$ cat src/hdl/hdd_pkg.sv
`timescale 1ns / 1ps
`default_nettype none
// ----------------------------------------------------------------------------
// hdd_pkg
// Shared widths and handshake structs for the base-n digit distance core.
// ----------------------------------------------------------------------------
package hdd_pkg;

	localparam int unsigned DATA_W = 32;
	localparam int unsigned DIST_W = 6;
	localparam int unsigned CNT_W  = $clog2(DATA_W);

	localparam logic [DATA_W-1:0] RADIX_RESET = DATA_W'(10);
	localparam logic [DATA_W-1:0] RADIX_MIN   = DATA_W'(2);

	// request into the shared divider
	typedef struct packed {
		logic              start;
		logic [DATA_W-1:0] dividend;
		logic [DATA_W-1:0] divisor;
	} div_req_t;

	// response from the shared divider
	typedef struct packed {
		logic              done;
		logic [DATA_W-1:0] quotient;
		logic [DATA_W-1:0] remainder;
	} div_rsp_t;

endpackage
`default_nettype wire

$ cat src/hdl/hdd_in_if.sv
`timescale 1ns / 1ps
`default_nettype none
// ----------------------------------------------------------------------------
// hdd_in_if
// Operand channel: two unsigned values per beat.
// ----------------------------------------------------------------------------
interface hdd_in_if
	import hdd_pkg::*;
	();
	logic              valid;
	logic              ready;
	logic [DATA_W-1:0] first_value;
	logic [DATA_W-1:0] second_value;

	modport source (output valid, output first_value, output second_value, input ready);
	modport sink (input valid, input first_value, input second_value, output ready);
endinterface
`default_nettype wire

$ cat src/hdl/hdd_out_if.sv
`timescale 1ns / 1ps
`default_nettype none
// ----------------------------------------------------------------------------
// hdd_out_if
// Result channel: digit distance and radix error flag per beat.
// ----------------------------------------------------------------------------
interface hdd_out_if
	import hdd_pkg::*;
	();
	logic              valid;
	logic              ready;
	logic [DIST_W-1:0] distance;
	logic              bad_radix;

	modport source (output valid, output distance, output bad_radix, input ready);
	modport sink (input valid, input distance, input bad_radix, output ready);
endinterface
`default_nettype wire

$ cat src/hdl/hdd_divider.sv
`timescale 1ns / 1ps
`default_nettype none
// ----------------------------------------------------------------------------
// hdd_divider
// Restoring radix-2 divider, one quotient bit per cycle.
// ----------------------------------------------------------------------------
module hdd_divider
	import hdd_pkg::*;
(
	input  wire logic     clk,
	input  wire logic     arst_n,
	input  wire div_req_t req,
	output div_rsp_t      rsp
);

	logic              busy_q;
	logic              done_q;
	logic [CNT_W-1:0]  cnt_q;
	logic [DATA_W-1:0] quo_q;
	logic [DATA_W-1:0] rem_q;
	logic [DATA_W-1:0] dvs_q;

	logic [DATA_W:0]   trial;
	logic [DATA_W:0]   diff;

	assign trial = {rem_q, quo_q[DATA_W-1]};
	assign diff  = trial - {1'b0, dvs_q};

	always_ff @(posedge clk or negedge arst_n) begin
		if (!arst_n) begin
			busy_q <= 1'b0;
			done_q <= 1'b0;
			cnt_q  <= '0;
		end else begin
			done_q <= busy_q && !req.start && (cnt_q == CNT_W'(DATA_W - 1));
			if (req.start) begin
				busy_q <= 1'b1;
				cnt_q  <= '0;
			end else if (busy_q) begin
				cnt_q <= cnt_q + CNT_W'(1);
				if (cnt_q == CNT_W'(DATA_W - 1)) begin
					busy_q <= 1'b0;
				end
			end
		end
	end

	always_ff @(posedge clk) begin
		if (req.start) begin
			quo_q <= req.dividend;
			rem_q <= '0;
			dvs_q <= req.divisor;
		end else if (busy_q) begin
			// remainder stays below the divisor, so the top bit drops after a subtract
			if (!diff[DATA_W]) begin
				rem_q <= diff[DATA_W-1:0];
			end else begin
				rem_q <= trial[DATA_W-1:0];
			end
			quo_q <= {quo_q[DATA_W-2:0], ~diff[DATA_W]};
		end
	end

	assign rsp.done      = done_q;
	assign rsp.quotient  = quo_q;
	assign rsp.remainder = rem_q;

endmodule
`default_nettype wire

$ cat src/hdl/base_n_digit_hamming_distance_core.sv
`timescale 1ns / 1ps
`default_nettype none
// ----------------------------------------------------------------------------
// base_n_digit_hamming_distance_core
// Counts digit positions, in a programmable radix, where two values differ.
// ----------------------------------------------------------------------------
//  channel     dir  handshake       payload
//  operands    in   valid / ready   first_value[31:0], second_value[31:0]
//  result      out  valid / ready   distance[5:0], bad_radix
//  radix_*     in   radix_we        radix_wdata[31:0]
//
//  one operand beat at a time; ready only while the sequencer is idle
//  each digit position runs two divides on the shared divider, first value then
//  second, for up to 32 positions
//  a radix below two skips the divides and finishes with bad_radix set
//  result sits in an output register; a new operand beat is taken while it waits
//  reset sets radix to 10 and clears all handshake state
// ----------------------------------------------------------------------------
module base_n_digit_hamming_distance_core
	import hdd_pkg::*;
(
	input  wire logic              clk,
	input  wire logic              arst_n,
	input  wire logic              radix_we,
	input  wire logic [DATA_W-1:0] radix_wdata,
	hdd_in_if.sink                 operands,
	hdd_out_if.source              result
);

	typedef enum logic [2:0] {
		ST_IDLE,
		ST_CHECK,
		ST_DIV_A,
		ST_DIV_B,
		ST_FIN
	} state_t;

	state_t            state_q;
	logic [DATA_W-1:0] radix_q;
	logic [DATA_W-1:0] a_q;
	logic [DATA_W-1:0] b_q;
	logic [DATA_W-1:0] qa_q;
	logic [DATA_W-1:0] ra_q;
	logic [DIST_W-1:0] count_q;
	logic              bad_q;
	logic              div_start_q;
	logic [DATA_W-1:0] div_dvd_q;
	logic              out_valid_q;
	logic [DIST_W-1:0] out_dist_q;
	logic              out_bad_q;

	div_req_t          div_req;
	div_rsp_t          div_rsp;
	logic              in_beat;
	logic              out_free;
	logic              differ;
	logic              div_go;

	assign in_beat  = operands.valid && operands.ready;
	assign out_free = !out_valid_q || result.ready;

	// a position differs if only one side still has magnitude, else compare digits
	assign differ = ((a_q != '0) != (b_q != '0)) || (ra_q != div_rsp.remainder);

	// kick the divider for the first value of a position, then for the second
	assign div_go = ((state_q == ST_CHECK) && (a_q != '0 || b_q != '0)) ||
		((state_q == ST_DIV_A) && div_rsp.done);

	assign div_req.start    = div_start_q;
	assign div_req.dividend = div_dvd_q;
	assign div_req.divisor  = radix_q;

	hdd_divider u_div (
		.clk    (clk),
		.arst_n (arst_n),
		.req    (div_req),
		.rsp    (div_rsp)
	);

	always_ff @(posedge clk or negedge arst_n) begin
		if (!arst_n) begin
			radix_q     <= RADIX_RESET;
			state_q     <= ST_IDLE;
			div_start_q <= 1'b0;
			out_valid_q <= 1'b0;
			count_q     <= '0;
			bad_q       <= 1'b0;
			a_q         <= '0;
			b_q         <= '0;
			qa_q        <= '0;
			ra_q        <= '0;
			div_dvd_q   <= '0;
			out_dist_q  <= '0;
			out_bad_q   <= 1'b0;
		end else begin
			div_start_q <= div_go;
			if (radix_we) begin
				radix_q <= radix_wdata;
			end
			if (state_q == ST_FIN && out_free) begin
				out_valid_q <= 1'b1;
			end else if (result.ready) begin
				out_valid_q <= 1'b0;
			end
			case (state_q)
				ST_IDLE: begin
					if (in_beat) begin
						a_q     <= operands.first_value;
						b_q     <= operands.second_value;
						count_q <= '0;
						if (radix_q < RADIX_MIN) begin
							bad_q   <= 1'b1;
							state_q <= ST_FIN;
						end else begin
							bad_q   <= 1'b0;
							state_q <= ST_CHECK;
						end
					end
				end
				ST_CHECK: begin
					if (a_q == '0 && b_q == '0) begin
						state_q <= ST_FIN;
					end else begin
						div_dvd_q <= a_q;
						state_q   <= ST_DIV_A;
					end
				end
				ST_DIV_A: begin
					if (div_rsp.done) begin
						qa_q      <= div_rsp.quotient;
						ra_q      <= div_rsp.remainder;
						div_dvd_q <= b_q;
						state_q   <= ST_DIV_B;
					end
				end
				ST_DIV_B: begin
					if (div_rsp.done) begin
						if (differ) begin
							count_q <= count_q + DIST_W'(1);
						end
						a_q     <= qa_q;
						b_q     <= div_rsp.quotient;
						state_q <= ST_CHECK;
					end
				end
				ST_FIN: begin
					if (out_free) begin
						out_dist_q <= count_q;
						out_bad_q  <= bad_q;
						state_q    <= ST_IDLE;
					end
				end
				default: begin
					state_q <= ST_IDLE;
				end
			endcase
		end
	end

	assign operands.ready   = (state_q == ST_IDLE);
	assign result.valid     = out_valid_q;
	assign result.distance  = out_dist_q;
	assign result.bad_radix = out_bad_q;

`ifndef SYNTH
	a_bad_zero : assert property (@(posedge clk) disable iff (!arst_n)
		result.valid && result.bad_radix |-> result.distance == '0)
		else $error("bad radix result carries a nonzero distance");

	a_dist_max : assert property (@(posedge clk) disable iff (!arst_n)
		result.valid |-> result.distance <= DIST_W'(DATA_W))
		else $error("distance above the digit count");

	a_busy_after : assert property (@(posedge clk) disable iff (!arst_n)
		in_beat |=> !operands.ready)
		else $error("operand beat taken while a previous one is in work");

	a_div_owner : assert property (@(posedge clk) disable iff (!arst_n)
		div_rsp.done |-> (state_q == ST_DIV_A || state_q == ST_DIV_B))
		else $error("divider finished outside a divide step");
`endif

endmodule
`default_nettype wire

$ cat src/flat_wrapper.sv
// flat-port wrapper written by rule: the top's interface ports become plain ports
module base_n_digit_hamming_distance_core_flat import hdd_pkg::*;
  (clk, arst_n, radix_we, radix_wdata, operands_valid, operands_first_value, operands_second_value, operands_ready, result_valid, result_distance, result_bad_radix, result_ready);
  hdd_in_if operands_i ();
  hdd_out_if result_i ();
  input  wire logic clk;
  input  wire logic arst_n;
  input  wire logic radix_we;
  input  wire logic [DATA_W-1:0] radix_wdata;
  input wire logic [$bits(operands_i.valid)-1:0] operands_valid;
  input wire logic [$bits(operands_i.first_value)-1:0] operands_first_value;
  input wire logic [$bits(operands_i.second_value)-1:0] operands_second_value;
  output wire logic [$bits(operands_i.ready)-1:0] operands_ready;
  output wire logic [$bits(result_i.valid)-1:0] result_valid;
  output wire logic [$bits(result_i.distance)-1:0] result_distance;
  output wire logic [$bits(result_i.bad_radix)-1:0] result_bad_radix;
  input wire logic [$bits(result_i.ready)-1:0] result_ready;
  assign operands_i.valid = operands_valid;
  assign operands_i.first_value = operands_first_value;
  assign operands_i.second_value = operands_second_value;
  assign operands_ready = operands_i.ready;
  assign result_valid = result_i.valid;
  assign result_distance = result_i.distance;
  assign result_bad_radix = result_i.bad_radix;
  assign result_i.ready = result_ready;
  base_n_digit_hamming_distance_core u_core (.clk(clk), .arst_n(arst_n), .radix_we(radix_we), .radix_wdata(radix_wdata), .operands(operands_i), .result(result_i));
endmodule
$ cat config.mk
export PLATFORM = sky130hd
export DESIGN_NAME = base_n_digit_hamming_distance_core_flat
export DESIGN_NICKNAME = d
export VERILOG_FILES = /design/src/hdl/hdd_pkg.sv /design/src/hdl/hdd_in_if.sv /design/src/hdl/hdd_out_if.sv /design/src/hdl/hdd_divider.sv /design/src/hdl/base_n_digit_hamming_distance_core.sv /design/src/flat_wrapper.sv
export SDC_FILE = /design/constraint.sdc
export NUM_CORES = 1
export LEC_CHECK = 0
export BUFFER_PORTS_ARGS = -buffer_cell sky130_fd_sc_hd__buf_2
export CAP_MARGIN = 15
export CORE_MARGIN = 10
export CORE_UTILIZATION = 50
export CTS_CLUSTER_SIZE = 8
export DETAILED_ROUTE_END_ITERATION = 6
export PLACE_DENSITY = 0.65
export SLEW_MARGIN = 10
export SYNTH_ARGS = -nofsm -noshare
export SYNTH_HDL_FRONTEND = slang
export SYNTH_HIERARCHICAL = 1
export SYNTH_SLANG_ARGS = --single-unit
export TNS_END_PERCENT = 20
$ cat constraint.sdc
create_clock -name clk -period 3.4 [get_ports clk]
set_input_delay 0.34 -clock clk [delete_from_list [all_inputs] [get_ports clk]]
set_output_delay 0.34 -clock clk [all_outputs]
set_load 0.005 [all_outputs]
# == Yosys cells after proc, flatten, opt, wreduce, memory -nomap -nowiden ==
# Cells that the tools add are included.
# word_totals
ff_bits,314
latchBits,0
mem_bits_rw,0
romBits,0
input_bits,101
output_inout_bits,9
elab_cells,97
mem_count,0
# classes
add_sub_neg,3
mul,0
div,0
n_lt_le_gt_ge,1
eq_ne,13
n_shift,0
muxes,31
bitwise,1
n_reduce_logical,29
# op_table
cell,n
32-bit 2-to-1 mux,9
32-bit case mux with 2 select lines,3
32-bit zero test,2
32-bit nonzero test,2
33-bit by 32-bit subtractor with 33-bit output,1
32-bit by 2-bit less-than comparator with 1-bit output (second input constant),1
32-bit != test,1
3-bit 2-to-1 mux,6
6-bit 2-to-1 mux,3
3-bit case mux with 5 select lines,1
6-bit case mux with 2 select lines,1
5-bit 2-to-1 mux,2
2-bit != test (second input constant),4
4-bit AND reduction,2
2-bit nonzero test,4
1-bit logical AND,7
6-bit by 1-bit adder with 6-bit output (second input constant),1
3-bit by 2-bit == test with 1-bit output (second input constant),2
1-bit 2-to-1 mux,6
2-bit AND reduction,3
3-bit AND reduction,2
5-bit by 1-bit adder with 5-bit output (second input constant),1
5-bit == test (second input constant),1
1-bit logical OR,4
other kinds (7),9

# == Longest topological paths before layout ==
# depth
ltp_word,6
mapped_depth,15
depth_no_buf,13

# == Cells and area by module ==
# The synthesis kept the hierarchy.
# by_module_without_submodules
mod,n_inst,cells_each,area_per_inst_um2,seq_area_each_um2
base_n_digit_hamming_distance_core,1,775,9341.5,5282.6
hdd_divider,1,550,5873.1,2737.6

# == Least setup slack after synthesis ==
# No wires, ideal clock.
# synth_path
path_kind,flip-flop to flip-flop
from,reg u_core.u_div.quo_q[31]
to,reg u_core.u_div.rem_q[0]
setup_ns,0.079
arrival_ns,3.018
required_time_ns,3.321
slack_ns,0.303
path_stages_with_launch,15
path_buffers,1
synth_period_minus_slack_ns,3.097
cell_sequence,edfxtp_1 > inv_1 > ha_1 > fa_1 > nand2b_1 > a21oi_1 > o41a_1 > nand4_2 > a21oi_2 > o211a_4 > a41o_1 > buf_2 > nor2_8 > mux2_4 > a211oi_2
# synth_between
elab_chain_len,2
# synth_lines
element,line,source
start: declaration,hdd_divider.sv:19,logic [DATA_W-1:0] quo_q;
start signal: assignment,hdd_divider.sv:50,quo_q <= req.dividend;
start signal: assignment,hdd_divider.sv:60,"quo_q <= {quo_q[DATA_W-2:0], ~diff[DATA_W]};"
33-bit by 32-bit subtractor with 33-bit output,hdd_divider.sv:27,"assign diff = trial - {1'b0, dvs_q};"
32-bit 2-to-1 mux *,hdd_divider.sv:55,if (!diff[DATA_W]) begin
end signal: assignment,hdd_divider.sv:56,rem_q <= diff[DATA_W-1:0];
end signal: assignment,hdd_divider.sv:58,rem_q <= trial[DATA_W-1:0];
end: declaration,hdd_divider.sv:20,logic [DATA_W-1:0] rem_q;
# Every way passes the cells marked *; elsewhere a longest branch is shown, timed or not.
# A chain may end at the register's enable or synchronous reset.

# == Worst setup path after layout ==
# Same ends and word-level chain as after synthesis.

==> out/metrics.csv <==
stage,metric,value,unit
outcome,status,"complete, no violations",
cells_and_area,drive_gt1_share,24.19,%
route,finalWirelength,35670,um
synthesis,synthesis.nets,1463,
synthesis,ys_top_cells_by_area,"dfrtp_1 36%, edfxtp_1 13%, mux2_2 10%",
timing,layout_min_cycle_time,3.262,ns
synthesis,ys.flop_type,dfrtp_1,
route,routedWlPerCell,19.02,um
synthesis,syn-cell-area,15210,um2
synthesis,yosysTopAreaCell,dfrtp_1,
route,via_per_inst,5.570,
timing,tightest_slew,0.7858,ns
global_route,grt_usage,18.27,%
worst_setup_path,cp_max_fo,9,
synthesis,ys.warnings.count,6,
synthesis,ys_ff_latch,314,
worst_setup_path,startpoint_type,register,
floorplan,fp.dieArea,37810,um2
pwr,peakVddDrop,0.5218,mV
synthesis,seq_area_frac_synth,52.71,%
timing,max_freq,0.3066,GHz
route,drt.antenna.violating_nets,0,
floorplan,row_count,63,
synthesis,syn_inst,1325,
placement,portBuffers,109,
route,firstDrtPassIters,5,
synthesis,synth-edff-count,64,
hold_path,hp-class,input pin to register,
route,initialDrtViolationCount,667,
route,drc,0,
pwr,p_leak,0.007839,uW
timing,holdWs,0.02769,ns
clocking,path_clk_slew,0.05,ns
floorplan,die_h,194.4,um
clocking,clk_latency,0.55,ns
timing,setup_tns,0,ns
clocking,ctsHtreeMaxLevel,2,
worst_setup_path,endpoint_kind,register,
clocking,clockRootBuffer,clkbuf_16,
timing,relSlewSlack,47.61,%
clocking,cts_tree,done,
global_route,grt_pass1_wl,57820,um
synthesis,synth-async-reset-ratio,69.43,%
cells_and_area,area_delta_synth_final,16.24,%
pwr,powerDensity,1030,nW/um2
worst_setup_path,reg2reg_slack,0.14,ns
floorplan,start_util,51.06,%
synthesis,ys_types,72,
timing,drv_slew,0,
timing,clock_skew,0.01646,ns
route,via_count,10440,
clocking,clockBufferDepth,3,
global_route,antenna_found_initial,1,
synthesis,synth.avg_cell_area,11.48,um2
clocking,cts_buffers,45,
floorplan,fp.dieW,194.4,um
job,maxCapViolations,0,
worst_setup_path,critPathKind,register to register,
timing,post-route-period-util,95.94,%
cells_and_area,final_nets,1585,
global_route,grt_overflow,0,
placement,dp_hpwl,24010,um
synthesis,synth_top_area_share,35.53,%
global_route,grt_pass1_vias,10670,
cells_and_area,final_cell_mix,"214 x dfrtp_1, 135 x mux2_2, 121 x mux2i_1, 108 x buf_2, 100 x nand2_1",
clocking,clock-sinks,314,
global_route,grt_max_degree,129,
floorplan,num_io_pins,110,
worst_setup_path,arrival,3.72,ns
timing,hold_violations,0,
timing,setup_violations,0,
floorplan,core,29800,um2
placement,gp_congestion,0.8914,
worst_setup_path,crit_required,3.86,ns
cells_and_area,final_common_cell,dfrtp_1,
-- state kept, by name, indices dropped and copies added, names as in the netlist --
signal and flops:
u_core/u_div/dvs_q 32, u_core/u_div/rem_q 32, u_core/u_div/busy_q 1, u_core/u_div/done_q 1
u_core/count_q 6, u_core/radix_q 32, u_core/b_q 32, u_core/a_q 32
u_core/div_start_q 1, u_core/u_div/quo_q 32, u_core/result.bad_radix 1, u_core/result.valid 1
u_core/result.distance 6, u_core/state_q 3, u_core/bad_q 1, u_core/div_dvd_q 32
u_core/u_div/cnt_q 5, u_core/ra_q 32, u_core/qa_q 32
-- metrics by stage --
stage          utilization [%]  setup slack [ns]  area [um2]  total power [uW]  instances
2_1_floorplan                -            0.3029       15210             11890       1325
3_3_place_gp             54.59            0.1152       16260             13720       1786
3_5_place_dp             54.59           0.04190       16260             13920       1786
4_1_cts                  59.12           0.02838       17610             18190       1871
5_1_grt                  59.35          -0.03125       17680             19440       1874
6_report                 59.36            0.1379       17690             18210       1875
-- cell families (layout without fill, tap and decap cells) --
group,count (synthesis),after routing,synth area share (%)
adder cells (fa/ha/maj),37,37,3.092
AO/OA/AOI/OAI,251,251,10.31
AND/OR/NAND/NOR,293,293,9.030
other,0,1,0
flip-flops,314,314,52.71
buffers and inverters,111,270,3.232
multiplexers,257,257,18.05
XOR/XNOR,62,62,3.569
-- timing repair --
| item | in CTS | in global routing |
|---|---|---|
| buffers inserted | 0 | 3 |
| endpoints found under the setup margin | 0 | 32 |
| hold buffers | 1 | 0 |
| endpoints found under the hold margin | 63 | 0 |
| gates resized for setup | 0 | 7 |
-- critical path, cell delays in order, from the launching register on --
cell and delay [ns]:
edfxtp_1 0.34, inv_1 0.06, ha_1 0.22, fa_2 0.35, nand2b_1 0.18, a21oi_2 0.16
o41a_1 0.24, nand4_2 0.18, a21oi_4 0.22, o211a_4 0.24, a41o_4 0.27, nor2_8 0.07
buf_4 0.16, mux2_4 0.29, a211oi_2 0.19
-- path summary, 6_finish.rpt --
check | end | cells after the start | from
max | u_core/u_div/rem_q[0]$_SDFFE_PP0P_ | 14 | u_core/u_div/quo_q[31]$_DFFE_PP_
min | u_core/radix_q[11]$_DFFE_PN0P_ | 2 | radix_wdata[11]
max reg2reg | u_core/u_div/rem_q[0]$_SDFFE_PP0P_ | 14 | u_core/u_div/quo_q[31]$_DFFE_PP_
min reg2reg | u_core/u_div/dvs_q[27]$_DFFE_PP_ | 0 | u_core/radix_q[27]$_DFFE_PN0P_
max in group asynchronous | u_core/result.distance[4]$_DFFE_PN0P_ | 3 | arst_n
min in group asynchronous | u_core/radix_q[11]$_DFFE_PN0P_ | 2 | arst_n
-- metal layers --
layer	GRT usage (%)	vias up	wire length, um
met2	28.65	227	16460
met4	4.827	0	630
met5	0	-	0
li1	-	5041	-
met1	25.66	5125	17020
met3	2.960	51	1561
-- area by class of cell --
class | count | area [um2]
clock inverters | 3 | 68.82
fillers | 2454 | 12110
multi-input cells | 900 | 6774
diodes | 1 | 2.502
clock buffers | 81 | 1271
well taps | 390 | 488.0
flip-flops and latches | 314 | 8025
repair buffers | 148 | 913.4
inverters | 38 | 142.6
-- cells in the mapped netlist, types with 4 or more instances --
library cell,number
a211oi_1,22
a21o_1,12
a21oi_1,66
a311oi_1,8
and2_1,4
and3_1,6
buf_1,6
buf_2,18
buf_4,8
clkbuf_1,38
dfrtp_1,216
dfxtp_1,32
edfxtp_1,64
ha_1,36
inv_1,38
mux2_2,135
mux2i_1,121
nand2_1,100
nand2b_1,12
nand3_1,10
nand4_1,17
nor2_1,93
nor2b_1,4
nor3_1,5
nor4_1,24
o21ai_0,99
o21bai_1,4
xnor2_1,54
xor2_1,8
-- report_power, final --
part	total, uW	switching [uW]	internal (uW)
clock	4160	1640	2520
combinational	7280	3760	3530
sequential	6760	1250	5510
(Power assumes the default switching activity.)
